--- config.mk ---
export PLATFORM = sky130hd
export DESIGN_NAME = sensor_mux_sequencer_averager_top_flat
export DESIGN_NICKNAME = d
export VERILOG_FILES = /design/src/sv/smsa_pkg.sv /design/src/sv/smsa_ifs.sv /design/src/sv/smsa_ram.sv /design/src/sv/smsa_div.sv /design/src/sv/sensor_mux_sequencer_averager_top.sv /design/src/flat_wrapper.sv
export SDC_FILE = /design/constraint.sdc
export NUM_CORES = 2
export LEC_CHECK = 0
export ABC_AREA = 1
export BUFFER_PORTS_ARGS = -buffer_cell sky130_fd_sc_hd__buf_4
export CAP_MARGIN = 20
export CORE_MARGIN = 10
export CORE_UTILIZATION = 55
export CTS_BUF_LIST = sky130_fd_sc_hd__clkbuf_8 sky130_fd_sc_hd__clkbuf_16
export CTS_CLUSTER_SIZE = 8
export DETAILED_ROUTE_END_ITERATION = 6
export PLACE_DENSITY = 0.72
export SKIP_CTS_REPAIR_TIMING = 1
export SYNTH_ARGS = -nofsm -noshare
export SYNTH_HDL_FRONTEND = slang
export SYNTH_SLANG_ARGS = --single-unit
--- constraint.sdc ---
create_clock -name clk -period 8.8 [get_ports clk]
set_input_delay 0.88 -clock clk [delete_from_list [all_inputs] [get_ports clk]]
set_output_delay 0.88 -clock clk [all_outputs]
set_load 0.05 [all_outputs]
--- src/sv/smsa_pkg.sv ---
// ----------------------------------------------------------------------------
// smsa_pkg: shared types and constants of the sensor mux sequencer averager
// Field widths, configuration register indexes and reset values, the
// sequencer state encoding and the divider status struct.
// ----------------------------------------------------------------------------
package smsa_pkg;

  localparam int TIME_W     = 32;
  localparam int ADC_W      = 16;
  localparam int CFG_IDX_W  = 3;
  localparam int CFG_DATA_W = 32;

  localparam int TDS_DEPTH_DEF = 16;
  localparam int PH_DEPTH_DEF  = 16;

  localparam logic [TIME_W-1:0] TDS_PHASE_RST     = 32'd10000;
  localparam logic [TIME_W-1:0] PH_PHASE_RST      = 32'd10000;
  localparam logic [TIME_W-1:0] TDS_WIN_START_RST = 32'd3000;
  localparam logic [TIME_W-1:0] TDS_WIN_END_RST   = 32'd9000;
  localparam logic [TIME_W-1:0] PH_WIN_START_RST  = 32'd3000;
  localparam logic [TIME_W-1:0] PH_WIN_END_RST    = 32'd9000;

  typedef enum logic [CFG_IDX_W-1:0] {
    CFG_TDS_PHASE     = 3'd0,
    CFG_PH_PHASE      = 3'd1,
    CFG_TDS_WIN_START = 3'd2,
    CFG_TDS_WIN_END   = 3'd3,
    CFG_PH_WIN_START  = 3'd4,
    CFG_PH_WIN_END    = 3'd5
  } cfg_idx_t;

  typedef enum logic [2:0] {
    ST_IDLE,
    ST_EVAL,
    ST_PUSH,
    ST_DIVS,
    ST_DIVW,
    ST_DONE
  } state_t;

  typedef struct packed {
    logic busy;
    logic done;
  } div_stat_t;

endpackage

--- src/sv/smsa_ifs.sv ---
// ----------------------------------------------------------------------------
// smsa_ifs: valid/ready channels of the sensor mux sequencer averager
// Input updates, result items and configuration writes.
// ----------------------------------------------------------------------------
interface smsa_in_if;
  logic                              valid;
  logic                              ready;
  logic [smsa_pkg::TIME_W-1:0]       now_ms;
  logic signed [smsa_pkg::ADC_W-1:0] adc_code;

  modport source(output valid, output now_ms, output adc_code, input ready);
  modport sink(input valid, input now_ms, input adc_code, output ready);
endinterface

interface smsa_out_if;
  logic                              valid;
  logic                              ready;
  logic                              ph_active;
  logic                              switched;
  logic                              sample_taken;
  logic signed [smsa_pkg::ADC_W-1:0] tds_average;
  logic signed [smsa_pkg::ADC_W-1:0] ph_average;

  modport source(output valid, output ph_active, output switched, output sample_taken,
                 output tds_average, output ph_average, input ready);
  modport sink(input valid, input ph_active, input switched, input sample_taken,
               input tds_average, input ph_average, output ready);
endinterface

interface smsa_cfg_if;
  logic                              valid;
  logic                              ready;
  logic [smsa_pkg::CFG_IDX_W-1:0]    index;
  logic [smsa_pkg::CFG_DATA_W-1:0]   data;

  modport source(output valid, output index, output data, input ready);
  modport sink(input valid, input index, input data, output ready);
endinterface

--- src/sv/smsa_ram.sv ---
// ----------------------------------------------------------------------------
// smsa_ram: generic single-write, single-read RAM
// One write port and one read port with registered read data.
// ----------------------------------------------------------------------------
module smsa_ram #(
  parameter int WIDTH = 16,
  parameter int DEPTH = 16,
  localparam int AW = (DEPTH > 1) ? $clog2(DEPTH) : 1
) (
  input  logic             clk,
  input  logic             we,
  input  logic [AW-1:0]    waddr,
  input  logic [WIDTH-1:0] wdata,
  input  logic [AW-1:0]    raddr,
  output logic [WIDTH-1:0] rdata
);

  logic [WIDTH-1:0] mem [DEPTH];

  always_ff @(posedge clk) begin
    if (we) begin
      mem[waddr] <= wdata;
    end
    rdata <= mem[raddr];
  end

endmodule

--- src/sv/smsa_div.sv ---
// ----------------------------------------------------------------------------
// smsa_div: bit-serial signed-by-unsigned divider
// Restoring division, one quotient bit per cycle, truncating toward zero.
// ----------------------------------------------------------------------------
module smsa_div #(
  parameter int SUM_W  = 21,
  parameter int FILL_W = 5
) (
  input  logic                              clk,
  input  logic                              rst_n,
  input  logic                              start,
  input  logic signed [SUM_W-1:0]           dividend,
  input  logic [FILL_W-1:0]                 divisor,
  output smsa_pkg::div_stat_t               stat,
  output logic signed [smsa_pkg::ADC_W-1:0] quotient
);

  localparam int CNT_W = $clog2(SUM_W + 1);

  logic              busy_r;
  logic              done_r;
  logic              neg_r;
  logic [SUM_W-1:0]  q_r;
  logic [FILL_W-1:0] rem_r;
  logic [FILL_W-1:0] den_r;
  logic [CNT_W-1:0]  cnt_r;

  logic [FILL_W:0]   shifted;
  logic [FILL_W:0]   diff;
  logic [SUM_W-1:0]  q_signed;

  assign shifted  = {rem_r, q_r[SUM_W-1]};
  assign diff     = shifted - {1'b0, den_r};
  assign q_signed = neg_r ? (~q_r + 1'b1) : q_r;
  assign quotient = q_signed[smsa_pkg::ADC_W-1:0];
  assign stat     = '{busy: busy_r, done: done_r};

  always_ff @(posedge clk) begin
    if (!rst_n) begin
      busy_r <= 1'b0;
      done_r <= 1'b0;
    end else begin
      done_r <= 1'b0;
      if (start) begin
        busy_r <= 1'b1;
        neg_r  <= dividend[SUM_W-1];
        q_r    <= dividend[SUM_W-1] ? (~dividend + 1'b1) : dividend;
        rem_r  <= '0;
        den_r  <= divisor;
        cnt_r  <= CNT_W'(SUM_W);
      end else if (busy_r) begin
        // keep the difference when no borrow came out
        if (!diff[FILL_W]) begin
          rem_r <= diff[FILL_W-1:0];
          q_r   <= {q_r[SUM_W-2:0], 1'b1};
        end else begin
          rem_r <= shifted[FILL_W-1:0];
          q_r   <= {q_r[SUM_W-2:0], 1'b0};
        end
        cnt_r <= cnt_r - 1'b1;
        if (cnt_r == CNT_W'(1)) begin
          busy_r <= 1'b0;
          done_r <= 1'b1;
        end
      end
    end
  end

endmodule

--- src/sv/sensor_mux_sequencer_averager_top.sv ---
// ----------------------------------------------------------------------------
// sensor_mux_sequencer_averager_top: two-phase sensor sequencer with averages
// Alternates a TDS and a pH phase on millisecond time, keeps a ring buffer
// of samples per phase and reports both truncated averages per update.
// ----------------------------------------------------------------------------
// One update is taken at a time. An update that switches the phase or falls
// outside the read window goes from the evaluate state straight to the done
// state, which it leaves once the output register is free.
// An update that stores a sample reads the oldest entry from its phase's
// ring RAM, updates the running sum and then runs the shared bit-serial
// divider, one quotient bit per cycle over SUM_W = 16 + clog2(max depth + 1)
// bits, max depth being the larger of the two depths: 21 at the default of 16.
// The next update is taken while a finished result still waits in the
// output register. Averages are in ADC code units, rounded toward zero,
// and read 0 until the phase holds a sample.
module sensor_mux_sequencer_averager_top #(
  parameter int TDS_DEPTH = smsa_pkg::TDS_DEPTH_DEF,
  parameter int PH_DEPTH  = smsa_pkg::PH_DEPTH_DEF
) (
  input logic         clk,
  input logic         rst_n,
  smsa_in_if.sink     in_ch,
  smsa_out_if.source  out_ch,
  smsa_cfg_if.sink    cfg_ch
);

  localparam int MAX_DEPTH = (TDS_DEPTH > PH_DEPTH) ? TDS_DEPTH : PH_DEPTH;
  localparam int FILL_W    = $clog2(MAX_DEPTH + 1);
  localparam int SUM_W     = smsa_pkg::ADC_W + FILL_W;
  localparam int TDS_AW    = (TDS_DEPTH > 1) ? $clog2(TDS_DEPTH) : 1;
  localparam int PH_AW     = (PH_DEPTH > 1) ? $clog2(PH_DEPTH) : 1;
  localparam int TW        = smsa_pkg::TIME_W;
  localparam int AW_ADC    = smsa_pkg::ADC_W;

  // configuration
  logic [TW-1:0] tds_phase_r, ph_phase_r;
  logic [TW-1:0] tds_ws_r, tds_we_r, ph_ws_r, ph_we_r;

  // sequencer and phase state
  smsa_pkg::state_t state_r, state_nxt;
  logic             phase_r;
  logic [TW-1:0]    last_switch_r;
  logic [TW-1:0]    now_r;
  logic [TW-1:0]    elapsed_r;
  logic signed [AW_ADC-1:0] code_r;
  logic             switched_r;
  logic             taken_r;

  // averaging state
  logic [TDS_AW-1:0]        tds_pos_r;
  logic [PH_AW-1:0]         ph_pos_r;
  logic [FILL_W-1:0]        tds_fill_r, ph_fill_r;
  logic signed [SUM_W-1:0]  tds_sum_r, ph_sum_r;
  logic signed [AW_ADC-1:0] tds_avg_r, ph_avg_r;

  // result register
  logic                     out_valid_r;
  logic                     out_ph_r, out_sw_r, out_taken_r;
  logic signed [AW_ADC-1:0] out_tds_r, out_ph_avg_r;

  // control
  logic in_ready;
  logic ram_we;
  logic div_start;
  logic out_free;
  logic out_load;

  // datapath signals
  logic [TW-1:0]            dur, win_s, win_e;
  logic                     sw_hit, win_hit;
  logic [AW_ADC-1:0]        tds_rdata, ph_rdata;
  logic signed [AW_ADC-1:0] old_code;
  logic signed [SUM_W-1:0]  old_ext, code_ext, cur_sum, new_sum;
  logic                     tds_full, ph_full, cur_full;
  logic signed [SUM_W-1:0]  div_dividend;
  logic [FILL_W-1:0]        div_divisor;
  smsa_pkg::div_stat_t      div_stat;
  logic signed [AW_ADC-1:0] div_quot;

  assign cfg_ch.ready = 1'b1;
  assign in_ch.ready  = in_ready;
  assign out_free     = !out_valid_r || out_ch.ready;

  assign out_ch.valid        = out_valid_r;
  assign out_ch.ph_active    = out_ph_r;
  assign out_ch.switched     = out_sw_r;
  assign out_ch.sample_taken = out_taken_r;
  assign out_ch.tds_average  = out_tds_r;
  assign out_ch.ph_average   = out_ph_avg_r;

  // phase decision
  assign dur     = phase_r ? ph_phase_r : tds_phase_r;
  assign win_s   = phase_r ? ph_ws_r : tds_ws_r;
  assign win_e   = phase_r ? ph_we_r : tds_we_r;
  assign sw_hit  = elapsed_r >= dur;
  assign win_hit = (elapsed_r >= win_s) && (elapsed_r <= win_e);

  // ring buffer update
  assign tds_full = tds_fill_r == FILL_W'(TDS_DEPTH);
  assign ph_full  = ph_fill_r == FILL_W'(PH_DEPTH);
  assign cur_full = phase_r ? ph_full : tds_full;
  assign old_code = phase_r ? ph_rdata : tds_rdata;
  assign old_ext  = SUM_W'(old_code);
  assign code_ext = SUM_W'(code_r);
  assign cur_sum  = phase_r ? ph_sum_r : tds_sum_r;
  assign new_sum  = cur_sum - (cur_full ? old_ext : '0) + code_ext;

  assign div_dividend = phase_r ? ph_sum_r : tds_sum_r;
  assign div_divisor  = phase_r ? ph_fill_r : tds_fill_r;

  smsa_ram #(.WIDTH(AW_ADC), .DEPTH(TDS_DEPTH)) u_tds_ram (
    .clk   (clk),
    .we    (ram_we && !phase_r),
    .waddr (tds_pos_r),
    .wdata (code_r),
    .raddr (tds_pos_r),
    .rdata (tds_rdata)
  );

  smsa_ram #(.WIDTH(AW_ADC), .DEPTH(PH_DEPTH)) u_ph_ram (
    .clk   (clk),
    .we    (ram_we && phase_r),
    .waddr (ph_pos_r),
    .wdata (code_r),
    .raddr (ph_pos_r),
    .rdata (ph_rdata)
  );

  smsa_div #(.SUM_W(SUM_W), .FILL_W(FILL_W)) u_div (
    .clk      (clk),
    .rst_n    (rst_n),
    .start    (div_start),
    .dividend (div_dividend),
    .divisor  (div_divisor),
    .stat     (div_stat),
    .quotient (div_quot)
  );

  // next state
  always_comb begin
    state_nxt = state_r;
    case (state_r)
      smsa_pkg::ST_IDLE: begin
        if (in_ch.valid) state_nxt = smsa_pkg::ST_EVAL;
      end
      smsa_pkg::ST_EVAL: begin
        if (!sw_hit && win_hit) state_nxt = smsa_pkg::ST_PUSH;
        else state_nxt = smsa_pkg::ST_DONE;
      end
      smsa_pkg::ST_PUSH: state_nxt = smsa_pkg::ST_DIVS;
      smsa_pkg::ST_DIVS: state_nxt = smsa_pkg::ST_DIVW;
      smsa_pkg::ST_DIVW: begin
        if (div_stat.done) state_nxt = smsa_pkg::ST_DONE;
      end
      smsa_pkg::ST_DONE: begin
        if (out_free) state_nxt = smsa_pkg::ST_IDLE;
      end
      default: state_nxt = smsa_pkg::ST_IDLE;
    endcase
  end

  // state outputs
  always_comb begin
    in_ready  = 1'b0;
    ram_we    = 1'b0;
    div_start = 1'b0;
    out_load  = 1'b0;
    case (state_r)
      smsa_pkg::ST_IDLE: in_ready  = 1'b1;
      smsa_pkg::ST_PUSH: ram_we    = 1'b1;
      smsa_pkg::ST_DIVS: div_start = 1'b1;
      smsa_pkg::ST_DONE: out_load  = out_free;
      default: ;
    endcase
  end

  always_ff @(posedge clk) begin
    if (!rst_n) begin
      state_r       <= smsa_pkg::ST_IDLE;
      tds_phase_r   <= smsa_pkg::TDS_PHASE_RST;
      ph_phase_r    <= smsa_pkg::PH_PHASE_RST;
      tds_ws_r      <= smsa_pkg::TDS_WIN_START_RST;
      tds_we_r      <= smsa_pkg::TDS_WIN_END_RST;
      ph_ws_r       <= smsa_pkg::PH_WIN_START_RST;
      ph_we_r       <= smsa_pkg::PH_WIN_END_RST;
      phase_r       <= 1'b0;
      last_switch_r <= '0;
      tds_pos_r     <= '0;
      ph_pos_r      <= '0;
      tds_fill_r    <= '0;
      ph_fill_r     <= '0;
      tds_sum_r     <= '0;
      ph_sum_r      <= '0;
      tds_avg_r     <= '0;
      ph_avg_r      <= '0;
      out_valid_r   <= 1'b0;
    end else begin
      state_r <= state_nxt;

      if (cfg_ch.valid) begin
        case (cfg_ch.index)
          smsa_pkg::CFG_TDS_PHASE:     tds_phase_r <= cfg_ch.data;
          smsa_pkg::CFG_PH_PHASE:      ph_phase_r  <= cfg_ch.data;
          smsa_pkg::CFG_TDS_WIN_START: tds_ws_r    <= cfg_ch.data;
          smsa_pkg::CFG_TDS_WIN_END:   tds_we_r    <= cfg_ch.data;
          smsa_pkg::CFG_PH_WIN_START:  ph_ws_r     <= cfg_ch.data;
          smsa_pkg::CFG_PH_WIN_END:    ph_we_r     <= cfg_ch.data;
          default: ;
        endcase
      end

      if (in_ready && in_ch.valid) begin
        now_r     <= in_ch.now_ms;
        code_r    <= in_ch.adc_code;
        elapsed_r <= in_ch.now_ms - last_switch_r;
      end

      if (state_r == smsa_pkg::ST_EVAL) begin
        switched_r <= sw_hit;
        taken_r    <= !sw_hit && win_hit;
        if (sw_hit) begin
          phase_r       <= !phase_r;
          last_switch_r <= now_r;
        end
      end

      // replace the oldest entry once the buffer is full
      if (state_r == smsa_pkg::ST_PUSH) begin
        if (phase_r) begin
          ph_sum_r <= new_sum;
          ph_pos_r <= (ph_pos_r == PH_AW'(PH_DEPTH - 1)) ? '0 : ph_pos_r + 1'b1;
          if (!ph_full) ph_fill_r <= ph_fill_r + 1'b1;
        end else begin
          tds_sum_r <= new_sum;
          tds_pos_r <= (tds_pos_r == TDS_AW'(TDS_DEPTH - 1)) ? '0 : tds_pos_r + 1'b1;
          if (!tds_full) tds_fill_r <= tds_fill_r + 1'b1;
        end
      end

      if (state_r == smsa_pkg::ST_DIVW && div_stat.done) begin
        if (phase_r) ph_avg_r <= div_quot;
        else tds_avg_r <= div_quot;
      end

      if (out_load) begin
        out_valid_r  <= 1'b1;
        out_ph_r     <= phase_r;
        out_sw_r     <= switched_r;
        out_taken_r  <= taken_r;
        out_tds_r    <= tds_avg_r;
        out_ph_avg_r <= ph_avg_r;
      end else if (out_ch.ready) begin
        out_valid_r <= 1'b0;
      end
    end
  end

  a_sw_xor_taken: assert property (@(posedge clk) disable iff (!rst_n)
    out_ch.valid |-> !(out_ch.switched && out_ch.sample_taken))
    else $error("result reports both a phase switch and a stored sample");

  a_fill_bound: assert property (@(posedge clk) disable iff (!rst_n)
    (tds_fill_r <= FILL_W'(TDS_DEPTH)) && (ph_fill_r <= FILL_W'(PH_DEPTH)))
    else $error("buffer fill count above depth");

  a_phase_in_eval: assert property (@(posedge clk) disable iff (!rst_n)
    (phase_r != $past(phase_r)) |-> ($past(state_r) == smsa_pkg::ST_EVAL))
    else $error("phase toggled outside evaluation");

  a_div_done_wait: assert property (@(posedge clk) disable iff (!rst_n)
    div_stat.done |-> (state_r == smsa_pkg::ST_DIVW))
    else $error("divider finished while sequencer not waiting");

  a_accept_eval: assert property (@(posedge clk) disable iff (!rst_n)
    (in_ch.valid && in_ch.ready) |=> (state_r == smsa_pkg::ST_EVAL))
    else $error("accepted update not evaluated next cycle");

endmodule
--- src/flat_wrapper.sv ---
// flat-port wrapper written by rule: the top's interface ports become plain ports
module sensor_mux_sequencer_averager_top_flat 
#(
  parameter int TDS_DEPTH = smsa_pkg::TDS_DEPTH_DEF,
  parameter int PH_DEPTH  = smsa_pkg::PH_DEPTH_DEF
)
  (clk, rst_n, in_ch_valid, in_ch_now_ms, in_ch_adc_code, in_ch_ready, out_ch_valid, out_ch_ph_active, out_ch_switched, out_ch_sample_taken, out_ch_tds_average, out_ch_ph_average, out_ch_ready, cfg_ch_valid, cfg_ch_index, cfg_ch_data, cfg_ch_ready);
  smsa_in_if in_ch_i ();
  smsa_out_if out_ch_i ();
  smsa_cfg_if cfg_ch_i ();
  input logic clk;
  input logic rst_n;
  input wire logic [$bits(in_ch_i.valid)-1:0] in_ch_valid;
  input wire logic [$bits(in_ch_i.now_ms)-1:0] in_ch_now_ms;
  input wire logic [$bits(in_ch_i.adc_code)-1:0] in_ch_adc_code;
  output wire logic [$bits(in_ch_i.ready)-1:0] in_ch_ready;
  output wire logic [$bits(out_ch_i.valid)-1:0] out_ch_valid;
  output wire logic [$bits(out_ch_i.ph_active)-1:0] out_ch_ph_active;
  output wire logic [$bits(out_ch_i.switched)-1:0] out_ch_switched;
  output wire logic [$bits(out_ch_i.sample_taken)-1:0] out_ch_sample_taken;
  output wire logic [$bits(out_ch_i.tds_average)-1:0] out_ch_tds_average;
  output wire logic [$bits(out_ch_i.ph_average)-1:0] out_ch_ph_average;
  input wire logic [$bits(out_ch_i.ready)-1:0] out_ch_ready;
  input wire logic [$bits(cfg_ch_i.valid)-1:0] cfg_ch_valid;
  input wire logic [$bits(cfg_ch_i.index)-1:0] cfg_ch_index;
  input wire logic [$bits(cfg_ch_i.data)-1:0] cfg_ch_data;
  output wire logic [$bits(cfg_ch_i.ready)-1:0] cfg_ch_ready;
  assign in_ch_i.valid = in_ch_valid;
  assign in_ch_i.now_ms = in_ch_now_ms;
  assign in_ch_i.adc_code = in_ch_adc_code;
  assign in_ch_ready = in_ch_i.ready;
  assign out_ch_valid = out_ch_i.valid;
  assign out_ch_ph_active = out_ch_i.ph_active;
  assign out_ch_switched = out_ch_i.switched;
  assign out_ch_sample_taken = out_ch_i.sample_taken;
  assign out_ch_tds_average = out_ch_i.tds_average;
  assign out_ch_ph_average = out_ch_i.ph_average;
  assign out_ch_i.ready = out_ch_ready;
  assign cfg_ch_i.valid = cfg_ch_valid;
  assign cfg_ch_i.index = cfg_ch_index;
  assign cfg_ch_i.data = cfg_ch_data;
  assign cfg_ch_ready = cfg_ch_i.ready;
  sensor_mux_sequencer_averager_top #(.TDS_DEPTH(TDS_DEPTH), .PH_DEPTH(PH_DEPTH)) u_core (.clk(clk), .rst_n(rst_n), .in_ch(in_ch_i), .out_ch(out_ch_i), .cfg_ch(cfg_ch_i));
endmodule
==> results.sh <==
export IMPL_rr_worst_depth=19
export IMPL_p_per_area_nw_per_um2=253.2
export IMPL_area_growth_pct=14.29
export IMPL_globalplace_congestion=0.9143
export IMPL_via_per_inst=5.748
export IMPL_wirelength_um=116500
export IMPL_end_kind="flop"
export IMPL_cts_max_level=4
export IMPL_synth_most_common_cell="nor2_1"
export IMPL_timing_final_crit_period_ns=4.456
export IMPL_initial_core_util=0.5576
export IMPL_wire_per_inst_um=20.19
export IMPL_routed_via_count=33160
export IMPL_cap_viol_max_count=0
export IMPL_cts_buffers_inserted=145
export IMPL_cp_start_kind="flop"
export IMPL_synth_top_area_cell="edfxtp_1"
export IMPL_ys_ff_latch=1021
export IMPL_ant_nets=0
export IMPL_whs_ns=0.2992
export IMPL_synth_nets=4773
export IMPL_crit_start="u_core.phase_r$_SDFFE_PN0P_"
export IMPL_synth_area_um2=45130
export IMPL_fmax_mhz=224.4
export IMPL_p_sw_uw=3896
export IMPL_rsz0062_at_grt="no"
export IMPL_clockBufferDepth=3
export IMPL_syn_area_per_cell_um2=10.04
export IMPL_crit_end="u_core.ph_sum_r[20]$_SDFFE_PN0P_"
export IMPL_finalSetupViolations=0
export IMPL_finalClockSkew_ns=0.05115
export IMPL_synthDominantCellAreaShare=0.4431
export IMPL_p_sw_frac=0.2983
export IMPL_reg2reg_from="u_core.phase_r$_SDFFE_PN0P_"
export IMPL_ys_flop_type="edfxtp_1"
export IMPL_post_dp_hpwl_um=73430
export IMPL_syn_inst=4494
export IMPL_cts_sinks=1021
export IMPL_reg2reg_slack_ns=4.34
export IMPL_maxSlewViolCount=0
export IMPL_dieWidth_um=306.5
export IMPL_cts_tree="done"
export IMPL_path_max_fanout=118
export IMPL_crit_type="flop to flop"
export IMPL_rows=104
export IMPL_tightest_slew_ns=1.142
export IMPL_die_h_um=306.5
export IMPL_placed_cell_area_um2=47270
export IMPL_pwr_share_comb=0.189
export IMPL_final_fill_count=6412
export IMPL_hp_class="input port to flop"
export IMPL_grt_max_degree=119
export IMPL_maxSlewHeadroom=0.2358
export IMPL_yosysWarnings=0
export IMPL_grt_pass1_vias=31910
export IMPL_ir_drop_v=0.0001941
export IMPL_yosysSeqAreaShare=0.6006
export IMPL_io_buffers=124
export IMPL_p_clk_frac=0.390
export IMPL_internal_power_uw=9163
export IMPL_power_total_uw=13060
export IMPL_cp_arrival_ns=5.06
export IMPL_hold_viol_final=0
export IMPL_grt_ovfl_total=0
export IMPL_synth_cell_types=50
export IMPL_clkLatencyLatePin_ns=0.75
export IMPL_period_share=0.5063
export IMPL_grt_usage=0.2432
export IMPL_seq_power_share=0.420
export IMPL_r2r_end="u_core.ph_sum_r[20]$_SDFFE_PN0P_"
export IMPL_leakage_uw=0.02021
export IMPL_setup_tns_ns=0
export IMPL_cts_root_buf="clkbuf_16"
export IMPL_synth_area_leaders="edfxtp_1, dfxtp_1, o21ai_0"
export IMPL_grt_pass1_wl_um=181500
export IMPL_crit_required_ns=9.41
export IMPL_boundaryPins=126
export IMPL_status="completed"
export IMPL_clk_pin_slew_ns=0.05
export IMPL_dr_pass1_iters=6
export IMPL_drt_iter0_drc=3083
export IMPL_final_area_um2=51580
export IMPL_drive_above_1_share=0.08857
export IMPL_drcViolationCount=0
export IMPL_synth_edf_count=666
export IMPL_core_area_um2=80940
export IMPL_synth_common_cells="nor2_1, edfxtp_1, o21ai_0"
export IMPL_antenna_found_initial=1
export IMPL_die_area_um2=93920
export IMPL_async_flop_share=0
export IMPL_layout_nets=4911
critical path: stages (launching register included):
cell and delay (ns):
dfxtp_4 0.63, buf_12 0.55, o21ai_0 0.25, nand2_1 0.21
inv_2 0.16, nand2_1 0.14, inv_1 0.17, fa_1 0.56
inv_1 0.05, ha_1 0.34, inv_1 0.12, o21bai_1 0.10
a21oi_1 0.14, o21bai_1 0.09, a221oi_1 0.33, nand2_1 0.09
nand2_1 0.10, nand3_1 0.07, nand2_1 0.07, inv_1 0.04
power groups by stage:
| stage | Clock [uW] | Combinational, uW | Sequential, uW |
|---|---|---|---|
| after floorplan | 0 | 1720 | 5560 |
| after global placement | 0 | 2410 | 5570 |
| after detailed placement | 0 | 2430 | 5570 |
| after CTS | 5170 | 2450 | 5480 |
| after global routing | 5400 | 2760 | 5500 |
| final | 5100 | 2470 | 5490 |
metal layers:
metal | global-route usage | vias to the layer above | routed length [um]
li1 | - | 15820 | -
met1 | 0.3261 | 15910 | 49300
met2 | 0.3965 | 1202 | 55370
met3 | 0.03922 | 233 | 8150
met4 | 0.08928 | 0 | 3645
met5 | 0 | - | 0
cell usage in the layout (no fill, tap or decap), types with 22 or more instances in the layout:
| cell | instances |
|---|---|
| a21oi_1 | 183 |
| buf_4 | 210 |
| clkbuf_16 | 145 |
| dfxtp_1 | 350 |
| edfxtp_1 | 666 |
| fa_1 | 22 |
| ha_1 | 169 |
| inv_1 | 350 |
| mux2i_1 | 94 |
| nand2_1 | 572 |
| nand3_1 | 125 |
| nand4_1 | 51 |
| nor2_1 | 748 |
| o21ai_0 | 588 |
| o21bai_1 | 40 |
| o22ai_1 | 129 |
| xnor2_1 | 23 |
| xor2_1 | 54 |
worst min path at each step:
stage	from	endpoint	slack (ns)	cells after the start
6_report	in_ch_adc_code[9]	u_core.code_r[9]$_DFFE_PP_	0.30	1
5_1_grt	in_ch_adc_code[8]	u_core.code_r[8]$_DFFE_PP_	0.28	1
4_1_cts	in_ch_adc_code[9]	u_core.code_r[9]$_DFFE_PP_	0.26	1
3_5_place_dp	u_core.taken_r$_DFFE_PP_	u_core.out_ch.sample_taken$_DFFE_PP_	0.41	0
3_3_place_gp	u_core.switched_r$_DFFE_PP_	u_core.out_ch.switched$_DFFE_PP_	0.40	0
2_1_floorplan	u_core.taken_r$_DFFE_PP_	u_core.out_ch.sample_taken$_DFFE_PP_	0.40	0
registers in the layout, summed over array words and instances, names as in the netlist, 32 cells and up:
register	cells
u_core.tds_phase_r	32
u_core.now_r	32
u_core.ph_we_r	32
u_core.tds_ws_r	32
u_core.ph_phase_r	32
u_core.u_tds_ram.mem	256
u_core.elapsed_r	32
u_core.last_switch_r	32
u_core.u_ph_ram.mem	256
u_core.ph_ws_r	32
u_core.tds_we_r	32
kinds of logic (layout without fill, tap and decap cells):
logic type | Yosys count | after routing | synth area share
buffers and inverters | 525 | 739 | 0.04433
other | 1 | 2 | 0.00008309
multiplexers | 94 | 94 | 0.02085
XOR/XNOR | 77 | 77 | 0.01494
adder cells (fa/ha/maj) | 191 | 191 | 0.05661
AND/OR/NAND/NOR | 1553 | 1553 | 0.1382
flip-flops | 1021 | 1021 | 0.6006
AO/OA/AOI/OAI | 1032 | 1032 | 0.1244
cell type report:
cell class | count | area [um^2] | area share
timing repair buffer | 213 | 1635 | 0.03170
tap | 1060 | 1326 | 0.02571
sequential | 1021 | 27120 | 0.5257
inverter | 303 | 1140 | 0.02210
clock inverter | 78 | 653.1 | 0.01266
multi-input combinational | 2948 | 16080 | 0.3117
antenna | 1 | 2.502 | 0.00004851
clock buffer | 145 | 3628 | 0.07034
through the flow:
stage	cells	setup slack [ns]	utilization
2_1_floorplan	4494	3.468	-
3_5_place_dp	5544	4.261	0.5841
6_report	5769	4.344	0.6373
3_3_place_gp	5544	4.322	0.5841
5_1_grt	5769	3.916	0.6373
4_1_cts	5767	4.248	0.6370
Power figures use the tool's default switching activity.
